--- src/xyh_pkg.sv ---
package xyh_pkg;

  typedef logic [63:0] u64_t;
  typedef logic signed [63:0] s64_t;

  // lattice geometry, side is a power of two so that wrap is plain truncation
  localparam int LOG_SIDE = 6;
  localparam int SIDE = 1 << LOG_SIDE;
  localparam int AREA = SIDE * SIDE;
  localparam int AREA_W = 2 * LOG_SIDE;

  // trig table
  localparam int TRIG_ENTRIES = 256;
  localparam int TRIG_W = $clog2(TRIG_ENTRIES);
  localparam int TRIG_Q = TRIG_ENTRIES / 4;
  localparam int EXP_ENTRIES = 256;

  localparam u64_t PIHALF_Q30 = 64'd1686629713;
  localparam u64_t EINV_Q30 = 64'd395007542;
  localparam u64_t ONE_Q30 = 64'd1073741824;

  // neighbour walk: three nearest first, then six next-nearest
  localparam int NB_COUNT = 9;
  localparam int NB_NN = 3;

  localparam int DE_W = 24;

  localparam logic [15:0] RATIO_RESET = 16'd410;
  localparam logic [15:0] BETA_RESET = 16'd640;

  localparam logic signed [31:0] COS_INIT = 32'(AREA * 16384);
  localparam logic signed [44:0] E_RESET = 45'((12288 + 6 * 410) * AREA * 2);

  localparam logic ACT_INIT = 1'b0;
  localparam logic ACT_UPDATE = 1'b1;

  localparam logic REG_RATIO = 1'b0;
  localparam logic REG_BETA = 1'b1;

  typedef logic [14:0] trig_tab_t [TRIG_Q];
  typedef logic [30:0] exp_tab_t [EXP_ENTRIES];

  typedef struct packed {
    logic signed [15:0] c;
    logic signed [15:0] s;
  } cs_t;

  typedef struct packed {
    logic signed [2:0] dr;
    logic signed [2:0] dc;
  } nb_off_t;

  typedef struct packed {
    logic take_item;
    logic load_totals;
    logic clear_wr;
    logic rd_site;
    logic take_old;
    logic acc_nb;
    logic mul_ratio;
    logic form_de;
    logic mul_beta;
    logic exp_init;
    logic exp_step;
    logic take_ok_cmp;
    logic set_ok;
    logic clr_ok;
    logic commit;
    logic square;
    logic sqrt_init;
    logic sqrt_step;
    logic sat_mag;
    logic load_out;
    logic [3:0] nb_idx;
    logic [3:0] acc_idx;
    logic [AREA_W-1:0] clr_addr;
  } dp_cmd_t;

  typedef struct packed {
    logic de_pos;
    logic z_big;
    logic [3:0] exp_k;
    logic p_ok;
  } dp_stat_t;

  // series term divisors, each one a fixed constant
  function automatic u64_t div_term(input u64_t v, input int d);
    u64_t q;
    case (d)
      1: q = v;
      2: q = v >> 1;
      3: q = v / 64'd3;
      4: q = v >> 2;
      5: q = v / 64'd5;
      6: q = v / 64'd6;
      7: q = v / 64'd7;
      8: q = v >> 3;
      9: q = v / 64'd9;
      10: q = v / 64'd10;
      11: q = v / 64'd11;
      12: q = v / 64'd12;
      20: q = v / 64'd20;
      30: q = v / 64'd30;
      42: q = v / 64'd42;
      56: q = v / 64'd56;
      72: q = v / 64'd72;
      90: q = v / 64'd90;
      110: q = v / 64'd110;
      132: q = v / 64'd132;
      156: q = v / 64'd156;
      182: q = v / 64'd182;
      210: q = v / 64'd210;
      240: q = v / 64'd240;
      272: q = v / 64'd272;
      306: q = v / 64'd306;
      342: q = v / 64'd342;
      380: q = v / 64'd380;
      420: q = v / 64'd420;
      default: q = '0;
    endcase
    return q;
  endfunction

  // quarter-wave table, taylor series in q30 then rounded to q1.14
  function automatic trig_tab_t build_trig(input bit want_sin);
    trig_tab_t tab;
    u64_t x, x2, tc, ts, u;
    s64_t sc, ss, v;
    for (int r = 0; r < TRIG_Q; r++) begin
      x = (u64_t'(r) * 64'd4 * PIHALF_Q30) / TRIG_ENTRIES;
      x2 = (x * x) >> 30;
      tc = ONE_Q30;
      ts = x;
      sc = s64_t'(ONE_Q30);
      ss = s64_t'(x);
      for (int k = 1; k <= 10; k++) begin
        tc = div_term((tc * x2) >> 30, (2 * k - 1) * (2 * k));
        ts = div_term((ts * x2) >> 30, (2 * k) * (2 * k + 1));
        if ((k % 2) == 1) begin
          sc = sc - s64_t'(tc);
          ss = ss - s64_t'(ts);
        end else begin
          sc = sc + s64_t'(tc);
          ss = ss + s64_t'(ts);
        end
      end
      v = want_sin ? ss : sc;
      if (v < 0) v = 0;
      u = (u64_t'(v) + 64'd32768) >> 16;
      if (u > 64'd16384) u = 64'd16384;
      tab[r] = u[14:0];
    end
    return tab;
  endfunction

  // exp(-f/256) in q30 for each fraction byte
  function automatic exp_tab_t build_exp();
    exp_tab_t tab;
    u64_t f, t;
    s64_t sum;
    for (int i = 0; i < EXP_ENTRIES; i++) begin
      f = u64_t'(i) << 22;
      t = ONE_Q30;
      sum = s64_t'(ONE_Q30);
      for (int n = 1; n <= 12; n++) begin
        t = div_term((t * f) >> 30, n);
        if ((n % 2) == 1) sum = sum - s64_t'(t);
        else sum = sum + s64_t'(t);
      end
      if (sum < 0) sum = 0;
      tab[i] = sum[30:0];
    end
    return tab;
  endfunction

  localparam trig_tab_t COS_TAB = build_trig(1'b0);
  localparam trig_tab_t SIN_TAB = build_trig(1'b1);
  localparam exp_tab_t EXP_TAB = build_exp();

  function automatic cs_t trig(input logic [15:0] a);
    logic [TRIG_W-1:0] idx;
    logic [1:0] quad;
    logic [TRIG_W-3:0] r;
    logic signed [15:0] cq, sq;
    cs_t o;
    idx = a[15 -: TRIG_W];
    quad = idx[TRIG_W-1 -: 2];
    r = idx[TRIG_W-3:0];
    cq = signed'(16'(COS_TAB[r]));
    sq = signed'(16'(SIN_TAB[r]));
    case (quad)
      2'd0: begin
        o.c = cq;
        o.s = sq;
      end
      2'd1: begin
        o.c = -sq;
        o.s = cq;
      end
      2'd2: begin
        o.c = -cq;
        o.s = -sq;
      end
      default: begin
        o.c = sq;
        o.s = -cq;
      end
    endcase
    return o;
  endfunction

  function automatic nb_off_t nb_offset(input logic [3:0] idx, input logic odd);
    nb_off_t o;
    o.dr = 3'sd0;
    o.dc = 3'sd0;
    case (idx)
      4'd0: o.dc = odd ? 3'sd1 : -3'sd1;
      4'd1: o.dr = 3'sd1;
      4'd2: o.dr = -3'sd1;
      4'd3: begin
        o.dr = 3'sd1;
        o.dc = -3'sd1;
      end
      4'd4: begin
        o.dr = 3'sd1;
        o.dc = 3'sd1;
      end
      4'd5: begin
        o.dr = -3'sd1;
        o.dc = 3'sd1;
      end
      4'd6: begin
        o.dr = -3'sd1;
        o.dc = -3'sd1;
      end
      4'd7: o.dr = 3'sd2;
      4'd8: o.dr = -3'sd2;
      default: ;
    endcase
    return o;
  endfunction

endpackage

--- src/xyh_control.sv ---
module xyh_control import xyh_pkg::*; (
  input  logic clk,
  input  logic rst,
  input  logic in_valid,
  input  logic in_action,
  output logic in_ready,
  input  logic out_ready,
  output logic out_valid,
  input  dp_stat_t stat,
  output dp_cmd_t cmd
);

  typedef enum logic [3:0] {
    S_CLEAR, S_IDLE, S_SITE, S_OLD, S_NB, S_DEMUL, S_DE, S_ZMUL,
    S_EXPI, S_EXP, S_COMMIT, S_SQ, S_SQI, S_ISQ, S_MAG, S_FIN
  } state_t;

  state_t st;
  logic [AREA_W-1:0] clr_cnt;
  logic [4:0] step_cnt;
  logic init_item;
  logic accept;
  logic out_free;

  assign in_ready = (st == S_IDLE);
  assign accept = in_valid && in_ready;
  assign out_free = !out_valid || out_ready;

  always_comb begin
    cmd = '0;
    cmd.nb_idx = (st == S_NB) ? step_cnt[3:0] + 4'd1 : step_cnt[3:0];
    cmd.acc_idx = step_cnt[3:0];
    cmd.clr_addr = clr_cnt;
    case (st)
      S_CLEAR: cmd.clear_wr = 1'b1;
      S_IDLE: begin
        cmd.take_item = accept;
        cmd.load_totals = accept && (in_action == ACT_INIT);
        cmd.set_ok = accept && (in_action == ACT_INIT);
      end
      S_SITE: cmd.rd_site = 1'b1;
      S_OLD: cmd.take_old = 1'b1;
      S_NB: cmd.acc_nb = 1'b1;
      S_DEMUL: cmd.mul_ratio = 1'b1;
      S_DE: cmd.form_de = 1'b1;
      S_ZMUL: begin
        cmd.set_ok = !stat.de_pos;
        cmd.mul_beta = stat.de_pos;
      end
      S_EXPI: begin
        cmd.clr_ok = stat.z_big;
        cmd.exp_init = !stat.z_big;
      end
      S_EXP: begin
        cmd.take_ok_cmp = (step_cnt[3:0] == stat.exp_k);
        cmd.exp_step = (step_cnt[3:0] != stat.exp_k);
      end
      S_COMMIT: cmd.commit = 1'b1;
      S_SQ: cmd.square = 1'b1;
      S_SQI: cmd.sqrt_init = 1'b1;
      S_ISQ: cmd.sqrt_step = 1'b1;
      S_MAG: cmd.sat_mag = 1'b1;
      S_FIN: cmd.load_out = out_free;
      default: ;
    endcase
  end

  always_ff @(posedge clk) begin
    if (rst) begin
      st <= S_CLEAR;
      clr_cnt <= '0;
      step_cnt <= '0;
      init_item <= 1'b0;
      out_valid <= 1'b0;
    end else begin
      if (cmd.load_out) out_valid <= 1'b1;
      else if (out_ready) out_valid <= 1'b0;
      case (st)
        S_CLEAR: begin
          clr_cnt <= clr_cnt + 1'b1;
          if (&clr_cnt) st <= init_item ? S_FIN : S_IDLE;
        end
        S_IDLE: begin
          if (accept) begin
            step_cnt <= '0;
            init_item <= (in_action == ACT_INIT);
            st <= (in_action == ACT_INIT) ? S_CLEAR : S_SITE;
          end
        end
        S_SITE: st <= S_OLD;
        S_OLD: st <= S_NB;
        S_NB: begin
          step_cnt <= step_cnt + 1'b1;
          if (step_cnt == 5'(NB_COUNT - 1)) st <= S_DEMUL;
        end
        S_DEMUL: st <= S_DE;
        S_DE: st <= S_ZMUL;
        S_ZMUL: st <= stat.de_pos ? S_EXPI : S_COMMIT;
        S_EXPI: begin
          step_cnt <= '0;
          st <= stat.z_big ? S_FIN : S_EXP;
        end
        S_EXP: begin
          if (step_cnt[3:0] == stat.exp_k) st <= stat.p_ok ? S_COMMIT : S_FIN;
          else step_cnt <= step_cnt + 1'b1;
        end
        S_COMMIT: st <= S_SQ;
        S_SQ: st <= S_SQI;
        S_SQI: begin
          step_cnt <= '0;
          st <= S_ISQ;
        end
        S_ISQ: begin
          step_cnt <= step_cnt + 1'b1;
          if (&step_cnt) st <= S_MAG;
        end
        S_MAG: st <= S_FIN;
        S_FIN: if (out_free) st <= S_IDLE;
        default: st <= S_IDLE;
      endcase
    end
  end

  a_update_starts: assert property (@(posedge clk) disable iff (rst)
    accept && (in_action == ACT_UPDATE) |=> st == S_SITE)
    else $error("update transfer did not start the site read");

  a_init_sweeps: assert property (@(posedge clk) disable iff (rst)
    accept && (in_action == ACT_INIT) |=> st == S_CLEAR && clr_cnt == '0)
    else $error("init transfer did not start the clearing sweep at entry zero");

  a_no_overwrite: assert property (@(posedge clk) disable iff (rst)
    cmd.load_out |-> !out_valid || out_ready)
    else $error("result register overwritten while still held");

  a_fin_loads: assert property (@(posedge clk) disable iff (rst)
    st == S_FIN && !out_valid |=> st == S_IDLE && out_valid)
    else $error("finished item did not reach the result register");

endmodule

--- config.mk ---
export PLATFORM = sky130hd
export DESIGN_NAME = xyh_control
export DESIGN_NICKNAME = d
export VERILOG_FILES = /design/src/xyh_pkg.sv /design/src/xyh_control.sv
export SDC_FILE = /design/constraint.sdc
export NUM_CORES = 1
export LEC_CHECK = 0
export ABC_AREA = 1
export BUFFER_PORTS_ARGS = -buffer_cell sky130_fd_sc_hd__clkbuf_2
export CORE_MARGIN = 3
export CORE_UTILIZATION = 30
export CTS_CLUSTER_SIZE = 20
export DETAILED_ROUTE_END_ITERATION = 7
export PLACE_DENSITY = 0.59
export SYNTH_ARGS = -nofsm -noshare
export SYNTH_HDL_FRONTEND = slang
export SYNTH_SLANG_ARGS = --single-unit
--- constraint.sdc ---
create_clock -name clk -period 2.15 [get_ports clk]
set_input_delay 0.43 -clock clk [delete_from_list [all_inputs] [get_ports clk]]
set_output_delay 0.43 -clock clk [all_outputs]
set_load 0.01 [all_outputs]
# Word level (Yosys, flattened, before mapping)
# Cells that the tools add are included.
# word_totals
regBits,23
output_inout_bits,42
wordCells,86
# op_classes
bitwise,1
mux,36
n_reduce_logical,16
n_eq_ne,25
add_sub_neg,3
# op_table
operator,n
$pmux W4 S16,1
$eq A4 B4 Y1 const B,8
$mux W4,8
$pmux W5 S4,1
$mux W1,17
$eq A4 B3 Y1 const B,4
$add A12 B1 Y12 const B,1
$reduce_and A12 Y1,1
$mux W5,2
$ne A2 B2 Y1 const B,5
$eq A4 B2 Y1 const B,2
$mux W2,4
$mux W3,2
$reduce_and A6 Y1,1
$add A5 B1 Y5 const B,1
$eq A5 B4 Y1 const B,1
$reduce_and A5 Y1,1
$add A4 B1 Y4 const B,1
$eq A4 B1 Y1 const B,1
$eq A4 B4 Y1,1
$logic_not A4 Y1,1
$ne A2 B1 Y1 const B,2
$ne A4 B4 Y1,1
$reduce_bool A4 Y1,1
9 further kinds,13

# Depth between registers and ports, before layout
# Gate-level depths: netlist (run 1).
# depth
word_depth,4
depth_mapped,12
depth_no_buf,12

# Least setup slack after synthesis (run 1)
# No wires, ideal clock.
# synth_path
path_type,flip-flop to output port
from,register st[1]
to,output cmd[27] in the netlist's numbering
slack_ps,491
stages_incl_launch_ff,8
t_required_ps,1720
arrival_ps,1229
path_cell_list,dfxtp_1 > inv_2 > nand2_1 > nor2_2 > inv_1 > nor3_2 > inv_2 > nand2_1
# synth_rtl
element,line,source
from (decl),xyh_control.sv:18,state_t st;
from (signal assigned),xyh_control.sv:81,if (&clr_cnt) st <= init_item ? S_FIN : S_IDLE;
from (signal assigned),xyh_control.sv:87,st <= (in_action == ACT_INIT) ? S_CLEAR : S_SITE;
from (signal assigned),xyh_control.sv:98,S_ZMUL: st <= stat.de_pos ? S_EXPI : S_COMMIT;
to (decl),xyh_control.sv:10,output dp_cmd_t cmd

==> run metrics, run 1 <==
maximum VDD drop 0.000422 V; crit-path max FO 6; # clock sinks 23; core area 5170 µm²; final-stage net count 338; distinct cell type count after synthesis 28; # port buffers 53; Tightest Pin Transition 302 ps; # rows 26; largest net degree at the start of global routing 14; Filler cells 577; unrepaired setup endpoints after global routing false; CP startpoint kind flip-flop; Vias/cell 4.46; die area approximately 6300 µm²; Die X 79.6 µm; initial core utilization between 30% and 40%; synthesized area 1630 µm²; Pins Over Slew Limit 0; H-tree depth 1; setup TNS 0 ps; Final GP Congestion 0.844; IO Pins 54; instance count of the mapped netlist 270; Post-Route WL 4.17 mm; Final period util 92.5%; number of global-route vias before repair between 1500 and 2000; crit path kind reg -> out; HP Class in -> reg; Util after Layout 38.5%; CTS tree yes; Remaining DRCs 0; WP data required ~1700 ps; relative slew slack 79.9%; Avg Synthesized Cell Area roughly 6.0 µm²; pwr dens 1040 nW/µm²; clk slew on worst S/H paths 90 ps; CTS Hold Bufs 0; CTS Buffer Depth 2; total power draw 2.07 mW; synth warn 0; endpoints failing setup 0; sequential cell area fraction in the yosys report 28.3%; Ant. Diodes 0; first-pass GRT wire length 7.13 mm; Post-Syn Nets 286; status completed; root buffer cell clkbuf_8; final instance area 1990 µm²; maximum operating frequency between 500 and 600 MHz; Num CTS Buffers 3; total track usage 14.0%; post-DP HPWL 3.30 mm; area occupied by multi-input gates 958 µm²; Final Hold Violating Endpoints 0; initial antenna violation count 0; per-cell routed wire length 10.7 µm; dpl cell area 1940 µm²; layout cells sized above 1 between 20 and 30%; DR iter-0 viols around 130; DRT antenna net count 0; Storage cell area 460 µm²; Lkg Pwr roughly 1.1 nW; final worst path period need 1990 ps; drt pass-1 iters 4; Clk Latency, worst-skew pair 270 ps; area delta synth->final 22.3%; Synth Register Bits 23; DR vias around 1700; DIE HEIGHT 79.6 µm; critical path capture point type primary output; Fin Clk Skew 5.44 ps; grt ovf 0; max_cap viols 0; Critical Path AT 1560 ps
==> layout by cell type, fill, tap and decap left out, types with 2 or more instances in the layout <==
cell type and instances:
dfxtp_1 23, xor2_1 6, inv_2 10, ha_1 4, nor2_2 4, nor2_1 47, o21ai_0 11, nand2_2 5
a21oi_1 10, nand2_1 70, clkbuf_2 53, nand3_2 2, nor3_1 7, nand4_1 3, clkbuf_8 3, inv_1 36
nand3_1 14, a211oi_1 2
==> path summary, 6_finish.rpt <==
kind,startpoint,endpoint,slack (ps),depth (start not counted)
worst max-delay path,st[1],cmd[27],160,8
worst min-delay path,in_action,init_item,450,4
worst max register to register,step_cnt[0],st[2],440,10
worst min register to register,clr_cnt[10],clr_cnt[10],470,2
==> registers in the layout, indices dropped and copies added, names as in the netlist <==
register	flops
clr_cnt	12
step_cnt	5
st	4
init_item	1
out_valid	1
==> synth_stat cells <==
| master | n | area [µm²] |
|---|---|---|
| nand2_1 | 71 | 267 |
| nor2_1 | 47 | 176 |
| inv_1 | 36 | 135 |
| dfxtp_1 | 23 | 460 |
| nand3_1 | 14 | 70.1 |
| o21ai_0 | 11 | 55.1 |
| a21oi_1 | 10 | 50.1 |
| inv_2 | 10 | 37.5 |
| nor3_1 | 7 | 35.0 |
| xor2_1 | 6 | 52.6 |
| buf_4 | 4 | 30.0 |
| ha_1 | 4 | 50.1 |
| nand2_2 | 4 | 25.0 |
| nor2_2 | 4 | 25.0 |
| nand4_1 | 3 | 18.8 |
| a211oi_1 | 2 | 15.0 |
| clkbuf_1 | 2 | 7.51 |
| nand3_2 | 2 | 20.0 |
| and3_1 | 1 | 6.26 |
| nand3b_1 | 1 | 7.51 |
| nor2_8 | 1 | 20.0 |
| nor3_2 | 1 | 10.0 |
| nor3_4 | 1 | 16.3 |
| o211ai_1 | 1 | 7.51 |
| o21a_1 | 1 | 7.51 |
| o21ai_2 | 1 | 8.76 |
| o22ai_1 | 1 | 6.26 |
| or2_2 | 1 | 6.26 |
==> power breakdown <==
group          switching [mW]  leakage [nW]  internal [mW]
Clock                   0.149        0.0228          0.133
Sequential              0.111         0.187          0.511
Combinational           0.769         0.861          0.393
Total                    1.03          1.07           1.04
==> timing repair <==
action	4_1_cts	5_1_grt
buffers inserted	0	0
endpoints found under the hold margin	0	0
gates resized for setup	0	1
setup endpoints to repair	0	1
==> worst max-delay path: stages (launching register included) <==
cell and delay [ps]:
dfxtp_1 370, inv_2 110, nand2_1 150, nor2_2 180, inv_1 90, nor3_2 150
inv_2 60, nand2_1 50, clkbuf_2 130
==> logic make-up after synthesis <==
kind of cell / Yosys count / share of synthesized area, %
compound gates: 27 / 9.23
flops: 23 / 28.3
xor+xnor: 6 / 3.23
fa+ha+maj: 4 / 3.08
buf+inv: 52 / 12.9
simple gates: 158 / 43.2
==> per-layer routing <==
metal | up-vias | track usage, % | wire (µm)
met5 | - | 0 | 0
met4 | 0 | 4.64 | 45
met3 | 4 | 3.27 | 268
met2 | 50 | 21.8 | 1750
met1 | 752 | 18.8 | 2100
li1 | 937 | - | -
==> layout make-up <==
class	instances	share of cell area, %
multi-input combinational	195	48.2
sequential	23	23.1
timing repair buffer	53	13.3
inverter	46	8.68
tap	70	4.40
clock buffer	4	2.26
==> through the flow <==
stage          setup WS (ps)  instances  hold WS [ps]
2_1_floorplan            491        270           454
3_3_place_gp             394        387           457
3_5_place_dp             421        387           459
4_1_cts                  114        391           450
5_1_grt                 28.1        391           454
6_report                 161        391           452
(Power assumes the default switching activity.)
==> run 2, diff against run 1 <==
--- a/config.mk
+++ b/config.mk
@@ -12,6 +12,7 @@
 export CTS_CLUSTER_SIZE = 20
 export DETAILED_ROUTE_END_ITERATION = 7
 export PLACE_DENSITY = 0.59
+export REMOVE_ABC_BUFFERS = 1
 export SYNTH_ARGS = -nofsm -noshare
 export SYNTH_HDL_FRONTEND = slang
 export SYNTH_SLANG_ARGS = --single-unit
==> run metrics, run 2 (same netlist as run 1, synthesis figures left out) <==
largest net degree at the start of global routing 15; Final period util between 90 and 100%; HP Class in -> reg; maximum VDD drop ~0.00035 V; critical path capture point type primary output; Top Family by Delay on Critical Path simple AND/OR/NAND/NOR gates; layout cells sized above 1 26.2%; max reg flops 12; endpoints failing setup 0; total track usage approximately 14%; Die X 79.6 µm; final std cells w/o fill around 400; Filler cells 575; Remaining DRCs 0; post-DP HPWL 3.35 mm; commonest non-fill, non-tap cell in the layout nand2_1; H-tree depth 1; Biggest register clr_cnt; CP max stage cell dfxtp_1; Util after Layout 38.5%; Fin Clk Skew 5.92 ps; final worst path period need 1990 ps; IO Pins 54; max incr delay on CP 370 ps; DRT antenna net count 0; maximum operating frequency 503 MHz; registers with the most flip-flops clr_cnt (12), step_cnt (5), st (4); unrepaired setup endpoints after global routing false; DIE HEIGHT about 80 µm; critical-path cell list inv_2, nand2_1, nor2_2, inv_1, nor3_2, inv_2, nand2_1, clkbuf_2; CTS Buffer Depth 2; initial core utilization 31.4%; DR vias roughly 1700; crit path kind reg -> out; relative slew slack about 77%; number of global-route vias before repair 1569; Post-Route WL 4.16 mm; pwr dens between 1000 and 1500 nW/µm²; CTS tree yes; setup TNS 0 ps; initial antenna violation count 0; final-stage net count 338; per-cell routed wire length 10.6 µm; max_cap viols 0; Clk Latency, worst-skew pair 270 ps; Lkg Pwr 1.07 nW; Final GP Congestion 0.822; Num CTS Buffers 3; critical path buffer and inverter count 4; die area 6340 µm²; Ant. Diodes 0; Final Hold Violating Endpoints 0; Tightest Pin Transition approximately 340 ps; clk slew on worst S/H paths 90 ps; Placed Cells slightly below 400; area delta synth->final 22.5%; post-CTS setup buffer count 0; core area a little over 5000 µm²; # rows 26; root buffer cell clkbuf_8; crit-path max FO 6; # clock sinks 23; DR iter-0 viols 84; Vias/cell approximately 4.5; CP startpoint kind flip-flop; grt ovf 0; status completed; Critical Path AT between 1500 and 2000 ps; Pins Over Slew Limit 0; WP data required 1720 ps; most frequent cells in the layout nand2_1 (71), clkbuf_2 (53), nor2_1 (47), inv_1 (36), dfxtp_1 (21); first-pass GRT wire length 7.03 mm; drt pass-1 iters 4; # port buffers 53
-- run 2: cell types whose count changed in the layout (fill, tap and decap cells not counted), sizes merged --
cell	change
clkinvlp	+1
clkbuf	-1
-- run 2: through the flow --
step / hold slack [ps] / cell area [µm²] / setup WS, ps / power [mW]
2_1_floorplan: 448 / 1590 / 491 / 1.46
3_3_place_gp: 459 / 1940 / 391 / 1.79
4_1_cts: 444 / 1990 / 131 / 2.09
5_1_grt: 442 / 1990 / 15.4 / 2.29
6_report: 449 / 1990 / 163 / 2.07
3_5_place_dp: 460 / 1940 / 432 / 1.79
-- run 2: final timing paths --
| kind | to | cells past startpoint | from | slack [ps] |
|---|---|---|---|---|
| worst max-delay path | cmd[27] | 8 | st[1] | 160 |
| worst min-delay path | out_valid | 3 | out_ready | 450 |
| worst min register to register | clr_cnt[10] | 2 | clr_cnt[10] | 470 |
| worst max register to register | st[1] | 10 | step_cnt[0] | 430 |
-- run 2: where the power goes --
part	total, mW	internal, mW	leakage (nW)	switching (mW)
clock	0.283	0.131	0.0217	0.152
sequential	0.626	0.514	0.188	0.113
combinational	1.16	0.392	0.861	0.766
-- run 2: worst reg2reg max path, delay by kind of cell, from the launching register on --
kind / cells / cell delay (ps)
simple gates: 8 / 780
fa+ha+maj: 2 / 370
flops: 1 / 470
-- run 2: area by class of cell --
| class | instances | area, µm² | share of cell area (%) |
|---|---|---|---|
| multi-input cells | 195 | 956 | 48.0 |
| clock buffers | 3 | 41.3 | 2.07 |
| inverters | 46 | 173 | 8.66 |
| clock inverters | 1 | 7.51 | 0.377 |
| repair buffers | 53 | 265 | 13.3 |
| flip-flops and latches | 23 | 463 | 23.2 |
| well taps | 70 | 87.6 | 4.39 |
-- run 2: routing by layer --
layer	share of wire, %	routed length, µm	track usage, %
met3	7.6	315	3.16
met2	42	1760	21.5
met5	0	0	0
met4	0.36	15	2.06
met1	50	2070	18.9
-- run 2: repair_timing --
item                       in CTS  in global routing
resized for setup               0                  2
hold buffers                    0                  0
setup endpoints to repair       0                  1
==> run 3, diff against run 2 <==
--- a/config.mk
+++ b/config.mk
@@ -5,13 +5,13 @@
 export SDC_FILE = /design/constraint.sdc
 export NUM_CORES = 1
 export LEC_CHECK = 0
-export ABC_AREA = 1
+export ABC_AREA = 0
 export BUFFER_PORTS_ARGS = -buffer_cell sky130_fd_sc_hd__clkbuf_2
 export CORE_MARGIN = 3
 export CORE_UTILIZATION = 30
 export CTS_CLUSTER_SIZE = 20
 export DETAILED_ROUTE_END_ITERATION = 7
-export PLACE_DENSITY = 0.59
+export PLACE_DENSITY = 0.6
 export REMOVE_ABC_BUFFERS = 1
 export SYNTH_ARGS = -nofsm -noshare
 export SYNTH_HDL_FRONTEND = slang
==> constraint.sdc (replaced) <==
create_clock -name clk -period 2.15 [get_ports clk]
set_input_delay 0.215 -clock clk [delete_from_list [all_inputs] [get_ports clk]]
set_output_delay 0.215 -clock clk [all_outputs]
set_load 0.01 [all_outputs]
==> run metrics, run 3 <==
area delta synth->final 23.1%; crit-path max FO 8; post-synth top area share 30.0%; setup TNS 0 ps; most frequent cells after synthesis nor2_1 (32), dfxtp_1 (23), nand2_1 (15); DRT antenna net count 0; fraction of registers with async set/reset 0%; registers with the most flip-flops clr_cnt (12), step_cnt (5), st (4); critical path capture point type primary output; most frequent cells in the layout clkbuf_2 (53), nor2_1 (32), dfxtp_1 (21), nand2_1 (15), inv_1 (12); DR iter-0 viols 85; Clk Latency, worst-skew pair between 200 and 300 ps; r2r endpoint st[2]; initial core utilization 31.8%; crit path kind reg -> out; area share of xor/xnor cells in the synthesized design 10.3%; post-DP HPWL 3.03 mm; max_cap viols 0; post-CTS setup buffer count 0; number of global-route vias before repair 1467; HP Class in -> reg; total track usage 13.3%; maximum VDD drop 0.000284 V; Remaining DRCs 0; Post-Route WL approximately 4 mm; instance count of the mapped netlist 201; WP data required 1930 ps; multiplexer share of the synthesized area between 1 and 1.5%; clk slew on worst S/H paths about 80 ps; largest net degree at the start of global routing 19; Critical Path AT 1830 ps; Pins Over Slew Limit 0; sequential cell area fraction in the yosys report between 30% and 40%; status completed; post-synthesis adder-cell area fraction 3.27%; # port buffers between 50 and 60; core area 4820 µm²; H-tree depth 1; # clock sinks 23; layout cells sized above 1 29.0%; CTS tree yes; Die X 77.5 µm; area leader, netlist dfxtp_1; commonest non-fill, non-tap cell in the layout clkbuf_2; synth top area cells dfxtp_1 (30%), nor2_1 (7.8%), xnor2_1 (6.3%), xor2_1 (4.0%), nand2_1 (3.7%); relative slew slack between 60% and 70%; Lkg Pwr 0.771 nW; # rows 25; most frequent cell after synthesis nor2_1; Avg Synthesized Cell Area 7.63 µm²; Final Hold Violating Endpoints 0; Util after Layout 39.2%; DIE HEIGHT just under 80 µm; Post-synth top flop dfxtp_1; grt ovf 0; Post-synth EDFFs 0; Biggest register clr_cnt; initial antenna violation count 0; distinct cell type count after synthesis slightly above 40; crit path capture cmd[18]; CP startpoint kind flip-flop; Tightest Pin Transition 576 ps; first-pass GRT wire length 6.67 mm; worst reg-to-reg path cell count 9; RR Startpoint step_cnt[0]; endpoints failing setup 0; unrepaired setup endpoints after global routing false; Ant. Diodes 0; drt pass-1 iters 4; die area 6000 µm²; pwr dens 884 nW/µm²; Synth Register Bits 23; max reg flops 12; Fin Clk Skew ~1.5 ps; CTS Buffer Depth 2; post-synthesis compound-gate area fraction 14.5%; Simple-Gate Fraction of Synth Area 31.1%; synth warn 0; final worst path period need between 2000 and 2500 ps; largest family of logic cells by synthesized area simple AND/OR/NAND/NOR gates; IO Pins 54; DR vias 1533; worst setup path start st[3]; final-stage net count 265; synthesized area 1530 µm²; Num CTS Buffers 3; root buffer cell clkbuf_8; Final GP Congestion 0.818; per-cell routed wire length 12.5 µm; Final period util approximately 95%; maximum operating frequency 490 MHz; Vias/cell 4.87; Reg2Reg Setup Slack 250 ps
-- run 3: cell types whose count changed after synthesis, sizes merged, moves of 4 or more --
cell | previous run | this run
nand2b | 0 | 6
xnor2 | 0 | 11
nor2 | 52 | 32
inv | 46 | 12
nand2 | 75 | 15
nand3 | 16 | 8
buf | 4 | 8
clkbuf | 2 | 9
o21ai | 12 | 5
-- run 3: worst min-delay path by stage --
stage                     startpoint  slack (ps)          to  cells past startpoint
after floorplan                  rst         280  clr_cnt[1]                      1
after global placement     in_action         460   init_item                      2
after detailed placement   in_action         460   init_item                      2
after CTS                  in_action         170   init_item                      2
after global routing       in_action         180   init_item                      2
final                      in_action         180   init_item                      2
-- run 3: per-layer routing --
metal	vias to the layer above	part of all wire, %	track usage (%)
met1	720	45	16.0
met2	26	49	24.2
met5	-	0	0
met4	0	1.1	3.74
li1	783	-	-
met3	4	4.2	2.32
-- run 3: what timing repair did --
item                       4_1_cts  5_1_grt
hold buffers                     0        0
resized for setup                0        2
setup endpoints to repair        0        1
-- run 3: cell type report --
type / count / area [µm²]
clock buffers: 4 / 45.0
repair buffers: 60 / 318
fillers: 538 / 2930
well taps: 67 / 83.8
multi-input cells: 148 / 927
flip-flops and latches: 23 / 463
inverters: 13 / 50.0
-- run 3: stage by stage --
| stage | setup slack [ps] | power (mW) | instances | hold WS, ps | instance area (µm²) |
|---|---|---|---|---|---|
| floorplan | 312 | 1.13 | 184 | 284 | 1440 |
| CTS | 104 | 1.69 | 315 | 170 | 1880 |
| detailed placement | 229 | 1.41 | 311 | 462 | 1840 |
| finish | 109 | 1.67 | 315 | 179 | 1890 |
| global placement | 270 | 1.40 | 311 | 456 | 1840 |
| global route | 10.0 | 1.82 | 315 | 180 | 1890 |
-- run 3: power by group --
group,total [mW],leakage [nW],switching (mW),internal (mW)
sequential,0.544,0.187,0.0669,0.477
clock,0.273,0.0228,0.141,0.132
combinational,0.851,0.561,0.510,0.341
-- run 3: logic make-up after synthesis --
logic type	Yosys count
mux	2
fa+ha+maj	4
flops	23
buf+inv	30
xor+xnor	18
compound gates	32
simple gates	92
-- run 3: worst max-delay path: stages, from the launching register on --
cell	delay, ps
dfxtp_1	380
or4b_1	690
nor2_1	170
xnor2_1	160
clkbuf_2	170
